File: src/design/pairwise_rank_vote_table_top_assert.svh
// Assertion macros used by the pairwise rank vote table RTL.
// No dependencies; define NO_ASSERTIONS to compile the checks out.
`ifndef PAIRWISE_RANK_VOTE_TABLE_TOP_ASSERT_SVH
`define PAIRWISE_RANK_VOTE_TABLE_TOP_ASSERT_SVH
`ifndef NO_ASSERTIONS
`define PRVT_ASSERT_IMPL(lbl, clk, rst, ante, cons, msg) \
  lbl: assert property (@(posedge clk) disable iff (rst) (ante) |-> (cons)) else $error(msg);
`define PRVT_ASSERT_NEXT(lbl, clk, rst, ante, cons, msg) \
  lbl: assert property (@(posedge clk) disable iff (rst) (ante) |=> (cons)) else $error(msg);
`else
`define PRVT_ASSERT_IMPL(lbl, clk, rst, ante, cons, msg)
`define PRVT_ASSERT_NEXT(lbl, clk, rst, ante, cons, msg)
`endif
`endif

File: src/design/prvt_pkg.sv
// Package for the pairwise rank vote table: field widths, request codes,
// controller states and the command/status structs. No dependencies.
package prvt_pkg;

  localparam int MAC_W         = 48;
  localparam int LEVEL_W       = 8;
  localparam int ENTRY_INDEX_W = 5;
  localparam int CELL_VALUE_W  = 16;
  localparam int ENTRY_COUNT_W = 6;

  localparam logic REQ_SCAN = 1'b0;
  localparam logic REQ_READ = 1'b1;

  typedef enum logic [3:0] {
    S_CLEAR,
    S_IDLE,
    S_READ,
    S_READ_WAIT,
    S_LOOKUP,
    S_COMMIT,
    S_SW_INIT,
    S_SW_RD_ROW,
    S_SW_LAT_ROW,
    S_SW_RD_CELL,
    S_SW_WR_CELL,
    S_SW_END,
    S_FINISH
  } state_t;

  typedef struct packed {
    logic idle;
    logic clr_wr;
    logic rd_issue;
    logic rd_done;
    logic lookup;
    logic commit;
    logic sw_start;
    logic sw_rd_row;
    logic sw_lat_row;
    logic sw_rd_cell;
    logic sw_wr_cell;
    logic sw_end;
    logic out_load;
  } ctl_cmd_t;

  typedef struct packed {
    logic in_valid;
    logic in_is_read;
    logic lat_last;
    logic clr_last;
    logic sw_none;
    logic cell_last;
    logic row_last;
    logic out_free;
  } dp_stat_t;

endpackage

File: src/design/prvt_ctrl.sv
// Controller state machine of the pairwise rank vote table.
// Depends on prvt_pkg; drives the datapath by commands, reads its status.
module prvt_ctrl (
  input  logic                clk,
  input  logic                rst,
  input  prvt_pkg::dp_stat_t  stat,
  output prvt_pkg::ctl_cmd_t  cmd
);
  import prvt_pkg::*;

  state_t state;
  state_t state_next;

  always_ff @(posedge clk) begin
    if (rst) begin
      state <= S_CLEAR;
    end else begin
      state <= state_next;
    end
  end

  always_comb begin
    state_next = state;
    case (state)
      S_CLEAR:      if (stat.clr_last) state_next = S_IDLE;
      S_IDLE: begin
        if (stat.in_valid) begin
          state_next = stat.in_is_read ? S_READ : S_LOOKUP;
        end
      end
      S_READ:       state_next = S_READ_WAIT;
      S_READ_WAIT:  state_next = S_FINISH;
      S_LOOKUP:     state_next = S_COMMIT;
      S_COMMIT:     state_next = stat.lat_last ? S_SW_INIT : S_FINISH;
      S_SW_INIT:    state_next = stat.sw_none ? S_SW_END : S_SW_RD_ROW;
      S_SW_RD_ROW:  state_next = S_SW_LAT_ROW;
      S_SW_LAT_ROW: state_next = S_SW_RD_CELL;
      S_SW_RD_CELL: state_next = S_SW_WR_CELL;
      S_SW_WR_CELL: begin
        if (!stat.cell_last) begin
          state_next = S_SW_RD_CELL;
        end else if (!stat.row_last) begin
          state_next = S_SW_RD_ROW;
        end else begin
          state_next = S_SW_END;
        end
      end
      S_SW_END:     state_next = S_FINISH;
      S_FINISH:     if (stat.out_free) state_next = S_IDLE;
      default:      state_next = S_CLEAR;
    endcase
  end

  always_comb begin
    cmd = '0;
    case (state)
      S_CLEAR:      cmd.clr_wr = 1'b1;
      S_IDLE:       cmd.idle = 1'b1;
      S_READ:       cmd.rd_issue = 1'b1;
      S_READ_WAIT:  cmd.rd_done = 1'b1;
      S_LOOKUP:     cmd.lookup = 1'b1;
      S_COMMIT:     cmd.commit = 1'b1;
      S_SW_INIT:    cmd.sw_start = 1'b1;
      S_SW_RD_ROW:  cmd.sw_rd_row = 1'b1;
      S_SW_LAT_ROW: cmd.sw_lat_row = 1'b1;
      S_SW_RD_CELL: cmd.sw_rd_cell = 1'b1;
      S_SW_WR_CELL: cmd.sw_wr_cell = 1'b1;
      S_SW_END:     cmd.sw_end = 1'b1;
      S_FINISH:     cmd.out_load = stat.out_free;
      default:      cmd = '0;
    endcase
  end

endmodule

File: config.mk
export PLATFORM = sky130hd
export DESIGN_NAME = prvt_ctrl
export DESIGN_NICKNAME = d
export VERILOG_FILES = /design/src/design/pairwise_rank_vote_table_top_assert.svh /design/src/design/prvt_pkg.sv /design/src/design/prvt_ctrl.sv
export SDC_FILE = /design/constraint.sdc
export NUM_CORES = 1
export LEC_CHECK = 0
export BUFFER_PORTS_ARGS = -buffer_cell sky130_fd_sc_hd__buf_2
export CAP_MARGIN = 5
export CORE_AREA = 8 8 45 47
export DETAILED_ROUTE_END_ITERATION = 8
export DIE_AREA = 0 0 53 55
export PLACE_DENSITY = 0.63
export REMOVE_ABC_BUFFERS = 1
export SLEW_MARGIN = 20
export SYNTH_ARGS = -nofsm -noshare
export SYNTH_HDL_FRONTEND = slang
export SYNTH_SLANG_ARGS = --single-unit
export TNS_END_PERCENT = 100
File: constraint.sdc
create_clock -name clk -period 2.9 [get_ports clk]
set_input_delay 0 -clock clk [delete_from_list [all_inputs] [get_ports clk]]
set_output_delay 0 -clock clk [all_outputs]
set_load 0.05 [all_outputs]
=== Word-level counts from Yosys, hierarchy flattened ===
Cells that the tools add are included.
Widths: inputs -> output; s select.

* Register bits: 4
* Latch bits: 0
* Bits in writable memories: 0
* ROM bits: 0
* Input port bits: 10
* Word-level logic and storage cells: 41
* Memories kept: 0

* $add $sub $neg: 0
* Multiply operators: 0
* Divide/modulo/power cells: 0
* Order comparisons: 0
* Equal/unequal tests: 15
* Shifts and indexed selects: 0
* Mux-type cells: 22
* Bitwise operators: 0
* Reduce and logical (&&, ||, !) cells: 3

{| class="wikitable"
|+ Operator list
! kind !! count
|-
| $pmux 4 s12 || 1
|-
| $mux 4 || 7
|-
| $eq 4x4->1 const B || 5
|-
| $eq 4x3->1 const B || 4
|-
| $mux 1 || 13
|-
| $eq 4x2->1 const B || 2
|-
| $ne 2x2->1 const B || 3
|-
| $eq 4x1->1 const B || 1
|-
| $logic_not 4->1 || 1
|-
| $mux 3 || 1
|-
| $reduce_and 3->1 || 1
|-
| $reduce_or 2->1 || 1
|}

=== Longest topological paths before layout ===
Gate-level depths: netlist of the first run.

* Depth in word-level cells: 3
* Depth in mapped cells: 5
* Gate-level depth less buffers: 4

=== Worst setup path after synthesis of the first run ===
No wires, ideal clock.

* Path kind: reg-to-output
* From: reg state[0]
* To: out cmd[0] in the netlist's numbering
* Data arrival time: 1.813 ns
* Required time: 2.900 ns
* Setup slack: 1.087 ns
* Stages on the path, launching flop included: 4
* Path buffers: 1
* Cells stage by stage: dfxtp_1 > buf_4 > or2_1 > nor3_1

{| class="wikitable"
|+ RTL lines
! item !! line !! RTL
|-
| start, declared || prvt_ctrl.sv:11 || <nowiki>state_t state;</nowiki>
|-
| start signal, assigned || prvt_ctrl.sv:18 || <nowiki>state <= state_next;</nowiki>
|-
| end, declared || prvt_ctrl.sv:7 || <nowiki>output prvt_pkg::ctl_cmd_t cmd</nowiki>
|}

=== Final worst setup path of the first run ===
* From: reg state[2]
* To: reg state[2]

* Cells in the longest elaborated chain, start to end: 3
* Elaborated cells between the ends (all ways): 19
* Those cells by class: eq/ne (15); mux (1); reduce/logical (3)

{| class="wikitable"
|+ RTL lines
! item !! line !! RTL
|-
| $eq 4x4->1, or another cell as far along || prvt_ctrl.sv:24 || <nowiki>case (state)</nowiki>
|-
| $reduce_or 2->1 (no source line) or $ne 2x2->1 (tied branches) || -- ||
|-
| $pmux 4 s12 or $reduce_and 3->1 (tied branches) || -- ||
|}

Several ways; a longest one is shown, not always the timed one.
A chain may end at the register's enable or synchronous reset.

==> results.toml, run 1 <==
[clock_network]
htree_levels = 1
clockBufferDepth = 2
cts_tree = "built"
cts.reportedPaths.clkPinSlew_ns = 0.04
clockRootBuffer = "clkbuf_4"
clkLatencyLatePin_ns = 0.23
cts_buffers = 3
cts_sinks = 4

[pwr]
p_leak_nw = 0.282
powerDensity_nw_per_um2 = 396
ir_drop_uv = 165

[cells_and_area]
largest_reg_flops = 4
largest-register = "state"
drive_gt1_share_pct = 32.2
fin_area_um2 = 576
diodes = 0
area_delta_synth_final_pct = 26.7
top_regs = "state: 4 flops"
fin_nets = 99
final_util_pct = 41.6

[grt]
use_met1_pct = 11.5
antenna_found_initial = 0
met3_usage_pct = 4.01
met2_usage_pct = 15.0
overflow = 0
grt_pass1_vias = 513
track_usage_pct = 9.33
grt_start_max_net_pins = 17
grt_first_pass_wirelength_mm = 2.10
globalRoute.busiestLayer = "met2"

[sta]
tightest_slew_ns = 0.409
slew_headroom_pct = 72.7
report.final.setup_viol = 0
holdWs_ns = 0.0605
finalCritPeriodShare_pct = 51.5
slew_violations = 0
hold_viol = 0
final.min_clock_period_ns = 1.49
layout_setup_ws_ns = 1.41
finalSetupTns_ns = 0
rsz0062_at_grt = "no"
clock_skew_ns = 0.00396
max_clock_freq_ghz = 0.669

[placed_design]
gp_congestion = 0.754
io_buffers = 22
place_ws_ns = 1.41
dpl.hpwl_um = 963
postPlaceCellArea_um2 = 543

[floorplan]
die_w_um = 53
fp.dieArea_um2 = 2920
start_util_pct = 32.8
row_count = 14
core_um2 = 1380
chipHeight_um = 55
ios = 23

[setup_path]
crit_slowest_cell = "or3_1"
critPathCaptureType = "flip-flop"
cp.required_ns = 3.02
rrSetupSlack_ns = 1.41
worstReg2RegEnd = "state[2]$_SDFFE_PP0P_"
path_class = "flip-flop to flip-flop"
cp_max_fo = 16
critPathArrivalTime_ns = 1.62
rr_worst_depth = 4
path_cells = "or3_1 > a221oi_2 > a31oi_1 > o21ba_1"
crit_start = "state[2]$_SDFFE_PP0P_"
crit_end = "state[2]$_SDFFE_PP0P_"
regToRegStartpoint = "state[2]$_SDFFE_PP0P_"
max_stage_delay_ns = 0.43
startpoint_type = "flip-flop"

[synthesis]
yosys.area.top_type_share_pct = 17.6
ys_ff_latch = 4
syn_inst = 65
synth_warnings = 0
synth.distinct_cells = 25
synth.area.top_cells = "dfxtp_1 18%, nor2_1 12%, buf_6 7.4%"
avgSynthCellArea_um2 = 6.99
yosysTopAreaCell = "dfxtp_1"
synth.cell_area_um2 = 454
ys_seq_area_share_pct = 17.6

[route]
postRouteWirelength_mm = 1.26
num_vias = 527
wl_per_cell_um = 12.2
drc = 0
drtIter0Drc = 5
antenna_left = 0
routed_via_density = 5.12
dr.pass1.iters = 4

[worst_hold_path]
hp-class = "primary input to flip-flop"

[status]
outcome = "completed"

[flow_run]
cap_violations = 0
worst min path at each step:
stage | slack, ns | depth (start not counted) | endpoint | start
final | 0.06 | 3 | state[0]$_SDFFE_PP0P_ | stat[7]
after global routing | 0.07 | 3 | state[0]$_SDFFE_PP0P_ | stat[7]
after CTS | 0.06 | 3 | state[0]$_SDFFE_PP0P_ | stat[7]
after detailed placement | 0.21 | 2 | state[3]$_SDFFE_PP0P_ | rst
after global placement | 0.22 | 2 | state[3]$_SDFFE_PP0P_ | rst
after floorplan | 0.07 | 1 | state[0]$_SDFFE_PP0P_ | rst
logic make-up after synthesis:
logic type      Yosys count  synth area share (%)
simple gates             39                  47.1
buf+inv                   5                  9.92
flops                     4                  17.6
compound gates           17                  25.3
layout make-up:
cell class / instances / area [µm²]
Inverter: 1 / 3.75
Multi-Input combinational cell: 56 / 329
Tap cell: 16 / 20.0
Sequential cell: 4 / 80.1
Timing Repair Buffer: 23 / 120
Clock buffer: 3 / 22.5
Fill cell: 167 / 808
where the power goes:
part | total, W | leakage, nW | internal, W | switching [W]
logic | 0.0000898 | 0.235 | 0.0000323 | 0.0000575
clock network | 0.0000678 | 0.0138 | 0.0000462 | 0.0000216
registers | 0.0000705 | 0.0326 | 0.0000593 | 0.0000112
total | 0.000228 | 0.282 | 0.000138 | 0.0000903
cells in the mapped netlist:
cell type and n:
nor2b_1 1, nand2b_1 5, a211oi_1 2, nor2_1 14, a21o_1 1, a21oi_1 4, o21ba_1 1, buf_6 3
and3b_1 1, or2_1 2, dfxtp_1 4, a221oi_2 1, a21boi_0 2, inv_1 1, o21ai_0 4, or3_1 3
or2b_1 1, nand3b_1 2, nand2_1 2, nor4_1 1, and2b_2 2, a31oi_1 2, or4b_1 1, nor3_1 4
buf_4 1
placed cells by master, fill, tap and decap left out:
cell	synthesis	routed
buf_2	0	22
or2_1	2	2
a21o_1	1	1
nor2_1	14	14
a211oi_1	2	2
clkbuf_4	0	3
inv_1	1	1
nand2b_1	5	5
nand2_1	2	2
or3_1	3	3
nor4_1	1	1
nor2b_1	1	1
o21ai_0	4	4
or4b_1	1	1
dfxtp_1	4	4
and3b_1	1	1
a31oi_1	2	2
o21ba_1	1	1
or2b_1	1	1
a221oi_2	1	1
a21oi_1	4	4
and2b_2	2	2
nor3_1	4	4
a21boi_0	2	2
dlygate4sd3_1	0	1
nand3b_1	2	2
metal layers:
layer / vias up / share of wire, %
met5: - / 0
met4: 0 / 0
met3: 0 / 9.6
met1: 228 / 47
met2: 26 / 43
li1: 273 / -
what timing repair did:
action	4_1_cts	5_1_grt
buffers inserted	0	0
gates resized for setup	0	0
hold buffers	1	0
hold endpoints to repair	3	0
through the flow:
step / total power, W / cells
after CTS: 0.000229 / 103
final: 0.000228 / 103
after floorplan: 0.000135 / 61
after detailed placement: 0.000160 / 99
after global routing: 0.000245 / 103
after global placement: 0.000160 / 99
worst max-delay path, delay by kind of cell, from the launching register on:
kind	cells	cell delay, ns
compound gates	3	0.55
simple gates	1	0.43
flops	1	0.41
Power figures use the tool's default switching activity.
==> run 2, diff against run 1 <==
- ABC_AREA: default -> 1
- PLACE_DENSITY: 0.63 -> 0.6
- clock period: 2.9 -> 1.4 ns (I/O delays scaled with it)
==> run 2 against run 1 <==
Flip-flop and latch count stayed put. Largest power group unchanged. Sequential share of layout area is 0.21 points lower. Highest routed layer is now met4. First-iteration DRC count is 140% higher.
==> results.toml, run 2 <==
[grt]
grt_first_pass_wirelength_mm = 1.92
antenna_found_initial = 0
grt_pass1_vias = 515
track_usage_pct = 8.68
overflow = 0
grt_start_max_net_pins = 8

[cells_and_area]
regArea_um2 = 80.1
multi_input_area_um2 = 293
fillerInstances = 166
final_common_cell = "buf_2"
largest_reg_flops = 4
fin_area_um2 = 584
largest-register = "state"
top_regs = "state: 4 flops"
final_cell_mix = "22 x buf_2, 20 x nand2_1, 16 x nor2_1"
drive_gt1_share_pct = 36.9
diodes = 0
fin_nets = 115
final_util_pct = 42.2
area_delta_synth_final_pct = 38.6

[pwr]
powerDensity_nw_per_um2 = 1450
clkPwrFrac_pct = 16.5
switching_power_w = 0.000469
switching_share_pct = 55.4
p_int_w = 0.000378
p_leak_nw = 0.331
sequentialPowerShare_pct = 21.3
p_total_w = 0.000847
pwr-share-comb_pct = 62.2
ir_drop_uv = 528

[synthesis]
avgSynthCellArea_um2 = 5.48
synth.distinct_cells = 15
yosysTopAreaCell = "dfxtp_1"
synth-main-ff-cell = "dfxtp_1"
yosys.area.top_type_share_pct = 19.0
yosysMostFrequentCell = "nand2_1"
async_flop_share_pct = 0
syn_inst = 77
ys_ff_latch = 4
ys_seq_area_share_pct = 19.0
synth.area.top_cells = "dfxtp_1 19%, nand2_1 18%, nor2_1 14%"
synth_warnings = 0
ys_top_cells_by_count = "20 x nand2_1, 16 x nor2_1, 11 x inv_1"
synth-edff-count = 0
synth.cell_area_um2 = 422

[setup_path]
worst-path-buf-inv = 2
critPathCaptureType = "output pin"
startpoint_type = "flip-flop"
critPathArrivalTime_ns = 1.30
cp_max_fo = 7
max_stage_delay_ns = 0.38
path_class = "flip-flop to output pin"
cp_top_family = "flip-flops"
cp.required_ns = 1.40
path_cells = "nor2_2 > inv_2 > nor2_1 > buf_2"
rrSetupSlack_ns = 0.20
crit_slowest_cell = "dfxtp_1"

[sta]
rsz0062_at_grt = "no"
layout_setup_ws_ns = 0.103
hold_viol = 0
report.final.setup_viol = 0
clock_skew_ns = 0.00360
max_clock_freq_ghz = 0.771
holdWs_ns = 0.0724
final.min_clock_period_ns = 1.30
slew_headroom_pct = 80.2
finalCritPeriodShare_pct = 92.7
tightest_slew_ns = 0.297
slew_violations = 0

[clock_network]
cts_sinks = 4
clkLatencyLatePin_ns = 0.23
postCtsSetupRepairBufs = 0
cts_tree = "built"
cts.reportedPaths.clkPinSlew_ns = 0.03
htree_levels = 1
clockBufferDepth = 2
clockRootBuffer = "clkbuf_4"
cts_buffers = 3

[placed_design]
gp_congestion = 0.792
place_ws_ns = 0.197
dpl.hpwl_mm = 1.06
postPlaceCellArea_um2 = 552
io_buffers = 22

[floorplan]
fp.dieArea_um2 = 2920
die_w_um = 53
ios = 23
core_um2 = 1380
start_util_pct = 30.5
row_count = 14
chipHeight_um = 55

[route]
drc = 0
postRouteWirelength_mm = 1.24
dr.pass1.iters = 4
drtIter0Drc = 12
antenna_left = 0
num_vias = 526
routed_via_density = 4.42
wl_per_cell_um = 10.4

[status]
outcome = "completed"

[worst_hold_path]
hp-class = "primary input to flip-flop"

[flow_run]
cap_violations = 0
[run 2: worst paths after layout]
kind | start | to | depth (start not counted)
min | stat[7] | state[0]$_SDFFE_PP0P_ | 4
min reg2reg | state[0]$_SDFFE_PP0P_ | state[0]$_SDFFE_PP0P_ | 3
max reg2reg | state[3]$_SDFFE_PP0P_ | state[3]$_SDFFE_PP0P_ | 7
max | state[2]$_SDFFE_PP0P_ | cmd[10] | 4
[run 2: cells by family (layout without fill, tap and decap cells)]
logic type | after synthesis | count (layout) | share of synthesized area, %
buf+inv | 13 | 39 | 11.6
compound gates | 7 | 7 | 8.61
simple gates | 53 | 53 | 60.8
flops | 4 | 4 | 19.0
[run 2: timing repair]
action / CTS / global route
setup endpoints to repair: 0 / 0
hold buffers: 1 / 0
endpoints found under the hold margin: 4 / 0
resized for setup: 0 / 0
[run 2: layout make-up]
type | instances | area share (%)
Multi-Input combinational cell | 60 | 50.1
Timing Repair Buffer | 23 | 20.6
Sequential cell | 4 | 13.7
Inverter | 13 | 8.35
Clock buffer | 3 | 3.85
Tap cell | 16 | 3.43
[run 2: worst register-to-register path, cell delays in order (launching register included)]
cell     delay (ns)
dfxtp_1        0.46
inv_1          0.13
nand2_2        0.12
nor2_2         0.06
nand2_1        0.06
nand2_1        0.04
nor2_1         0.13
a21oi_1        0.08
[run 2: power groups by stage]
stage	Clock (W)	Sequential (W)	Combinational, W
floorplan	0	0.000173	0.000424
global placement	0	0.000182	0.000525
detailed placement	0	0.000183	0.000525
CTS	0.000146	0.000181	0.000530
global route	0.000155	0.000185	0.000578
finish	0.000140	0.000180	0.000527
[run 2: through the flow]
step           TNS (ns)  cells
2_1_floorplan    -0.186     77
3_3_place_gp          0    115
3_5_place_dp          0    115
4_1_cts               0    119
5_1_grt               0    119
6_report              0    119
[run 2: per-layer routing]
| metal | vias up | part of all wire [%] | GRT usage, % |
|---|---|---|---|
| li1 | 290 | - | - |
| met4 | 0 | 2.2 | 6.47 |
| met1 | 220 | 41 | 8.50 |
| met3 | 4 | 6.0 | 1.60 |
| met5 | - | 0 | 0 |
| met2 | 12 | 50 | 16.0 |
==> run 3, diff against run 2 <==
- CELL_PAD_IN_SITES_DETAIL_PLACEMENT: default -> 1
- CELL_PAD_IN_SITES_GLOBAL_PLACEMENT: default -> 2
- CORE_AREA: 8 8 45 47 -> default
- CORE_MARGIN: default -> 8
- CORE_UTILIZATION: default -> 19
- DIE_AREA: 0 0 53 55 -> default
- PLACE_DENSITY: 0.6 -> 0.75
==> run 3 against run 2 <==
Worst setup slack improved by 0.0051 ns. Combinational power rose by 3%. Critical path depth fell by 1. Global-route usage fell by 0.96 points. Worst hold slack improved by 0.0014 ns. Maximum frequency rose by 0.39%. Sequential power barely moved. Flip-flop and latch count did not move. Register-to-register slack barely moved. Die area rose by 37%. Total power rose by 2.3%.
==> results.toml, run 3 (synthesis gave the netlist of run 2 again) <==
[status]
outcome = "completed"

[cells_and_area]
largest_reg_flops = 4
fin_area_um2 = 614
final_cell_mix = "20 x nand2_1, 17 x buf_2, 15 x nor2_1"
multi_input_area_um2 = 295
regArea_um2 = 80.1
stdcell_count = 131
largest-register = "state"
diodes = 0
fin_nets = 115
drive_gt1_share_pct = 37.9
area_delta_synth_final_pct = 45.7
fillerInstances = 295
final_common_cell = "nand2_1"
top_regs = "state: 4 flops"

[setup_path]
worstReg2RegEnd = "state[3]$_SDFFE_PP0P_"
critPathCaptureType = "output pin"
path_class = "flip-flop to output pin"
regToRegStartpoint = "state[0]$_SDFFE_PP0P_"
critPathArrivalTime_ns = 1.29
rrSetupSlack_ns = 0.19
cp.required_ns = 1.40
rr_worst_depth = 7
startpoint_type = "flip-flop"
cp_max_fo = 6

[floorplan]
core_um2 = 2150
chipHeight_um = 63.1
ios = 23
fp.dieArea_um2 = 3980
start_util_pct = 19.6
die_w_um = 63.1
row_count = 17

[grt]
grt_start_max_net_pins = 8
overflow = 0
track_usage_pct = 7.73
antenna_found_initial = 0
grt_pass1_vias = 575
grt_first_pass_wirelength_mm = 2.59

[pwr]
switching_power_w = 0.000477
switching_share_pct = 55.1
pwr-share-comb_pct = 62.8
p_total_w = 0.000867
powerDensity_nw_per_um2 = 1410
sequentialPowerShare_pct = 21.1
p_int_w = 0.000390
p_leak_nw = 0.330
clkPwrFrac_pct = 16.1
ir_drop_uv = 444

[sta]
finalCritPeriodShare_pct = 92.3
rsz0062_at_grt = "no"
slew_violations = 0
report.final.setup_viol = 0
hold_viol = 0
final.min_clock_period_ns = 1.29
tightest_slew_ns = 0.258
slew_headroom_pct = 82.8
clock_skew_ns = 0.000391
max_clock_freq_ghz = 0.774
finalSetupTns_ns = 0

[clock_network]
postCtsSetupRepairBufs = 0
cts.reportedPaths.clkPinSlew_ns = 0.04
clockRootBuffer = "clkbuf_4"
cts_tree = "built"
htree_levels = 1
cts_sinks = 4
clkLatencyLatePin_ns = 0.23
clockBufferDepth = 2
cts_buffers = 3

[route]
wl_per_cell_um = 10.7
dr.pass1.iters = 2
routed_via_density = 4.24
num_vias = 555
postRouteWirelength_mm = 1.41
drtIter0Drc = 17
drc = 0
antenna_left = 0

[worst_hold_path]
hold_end = "state[0]$_SDFFE_PP0P_"
min_delay_path_depth = 4
hp-start = "stat[7]"
hp-class = "primary input to flip-flop"

[placed_design]
dpl.hpwl_mm = 1.27
dp_cells = 127
postPlaceCellArea_um2 = 567
gp_congestion = 0.812
io_buffers = 22

[flow_run]
cap_violations = 0
==> run 3: layout make-up <==
type / count / share of cell area, %
multi-input combinational: 60 / 48.1
timing repair buffer: 23 / 21.6
sequential: 4 / 13.0
inverter: 13 / 7.94
tap: 28 / 5.70
clock buffer: 3 / 3.67
==> run 3: repair_timing <==
| action | in CTS | in global routing |
|---|---|---|
| setup endpoints to repair | 0 | 4 |
| resized for setup | 0 | 6 |
| hold endpoints to repair | 4 | 0 |
| hold buffers | 1 | 0 |
==> run 3: power groups by stage <==
stage	clock, W	sequential (W)	combinational [W]
finish	0.000140	0.000183	0.000544
global route	0.000165	0.000189	0.000602
CTS	0.000150	0.000182	0.000541
detailed placement	0	0.000184	0.000538
global placement	0	0.000185	0.000536
floorplan	0	0.000173	0.000424
==> run 3: metal layers <==
layer	wire length, µm	track usage (%)	share of wire, %	vias up
li1	-	-	-	291
met1	588	8.71	42	250
met2	744	12.8	53	14
met3	75	2.65	5.3	0
met4	0	3.42	0	0
met5	0	0	0	-
==> run 3: metrics by stage <==
step           hold slack, ns  util (%)  setup slack, ns
3_5_place_dp            0.221      26.4            0.178
6_report               0.0739      28.6            0.108
4_1_cts                0.0697      27.9           0.0629
5_1_grt                0.0791      28.6          0.00167
3_3_place_gp            0.225      26.4            0.134
2_1_floorplan          0.0691         -           -0.186
==> run 3: worst max-delay path, stage by stage (launching register included) <==
cell and delay, ns:
dfxtp_1 0.43, nand2_1 0.17, nor2_2 0.17, buf_2 0.28
==> run 3: worst max path at each step <==
stage,startpoint,to,slack [ns],cells after the start
finish,state[0]$_SDFFE_PP0P_,cmd[7],0.11,3
global placement,state[0]$_SDFFE_PP0P_,state[2]$_SDFFE_PP0P_,0.13,6
floorplan,state[3]$_SDFFE_PP0P_,state[1]$_SDFFE_PP0P_,-0.19,6
detailed placement,state[0]$_SDFFE_PP0P_,state[3]$_SDFFE_PP0P_,0.18,7
global route,state[2]$_SDFFE_PP0P_,cmd[11],0.002,4
CTS,state[0]$_SDFFE_PP0P_,cmd[0],0.06,4
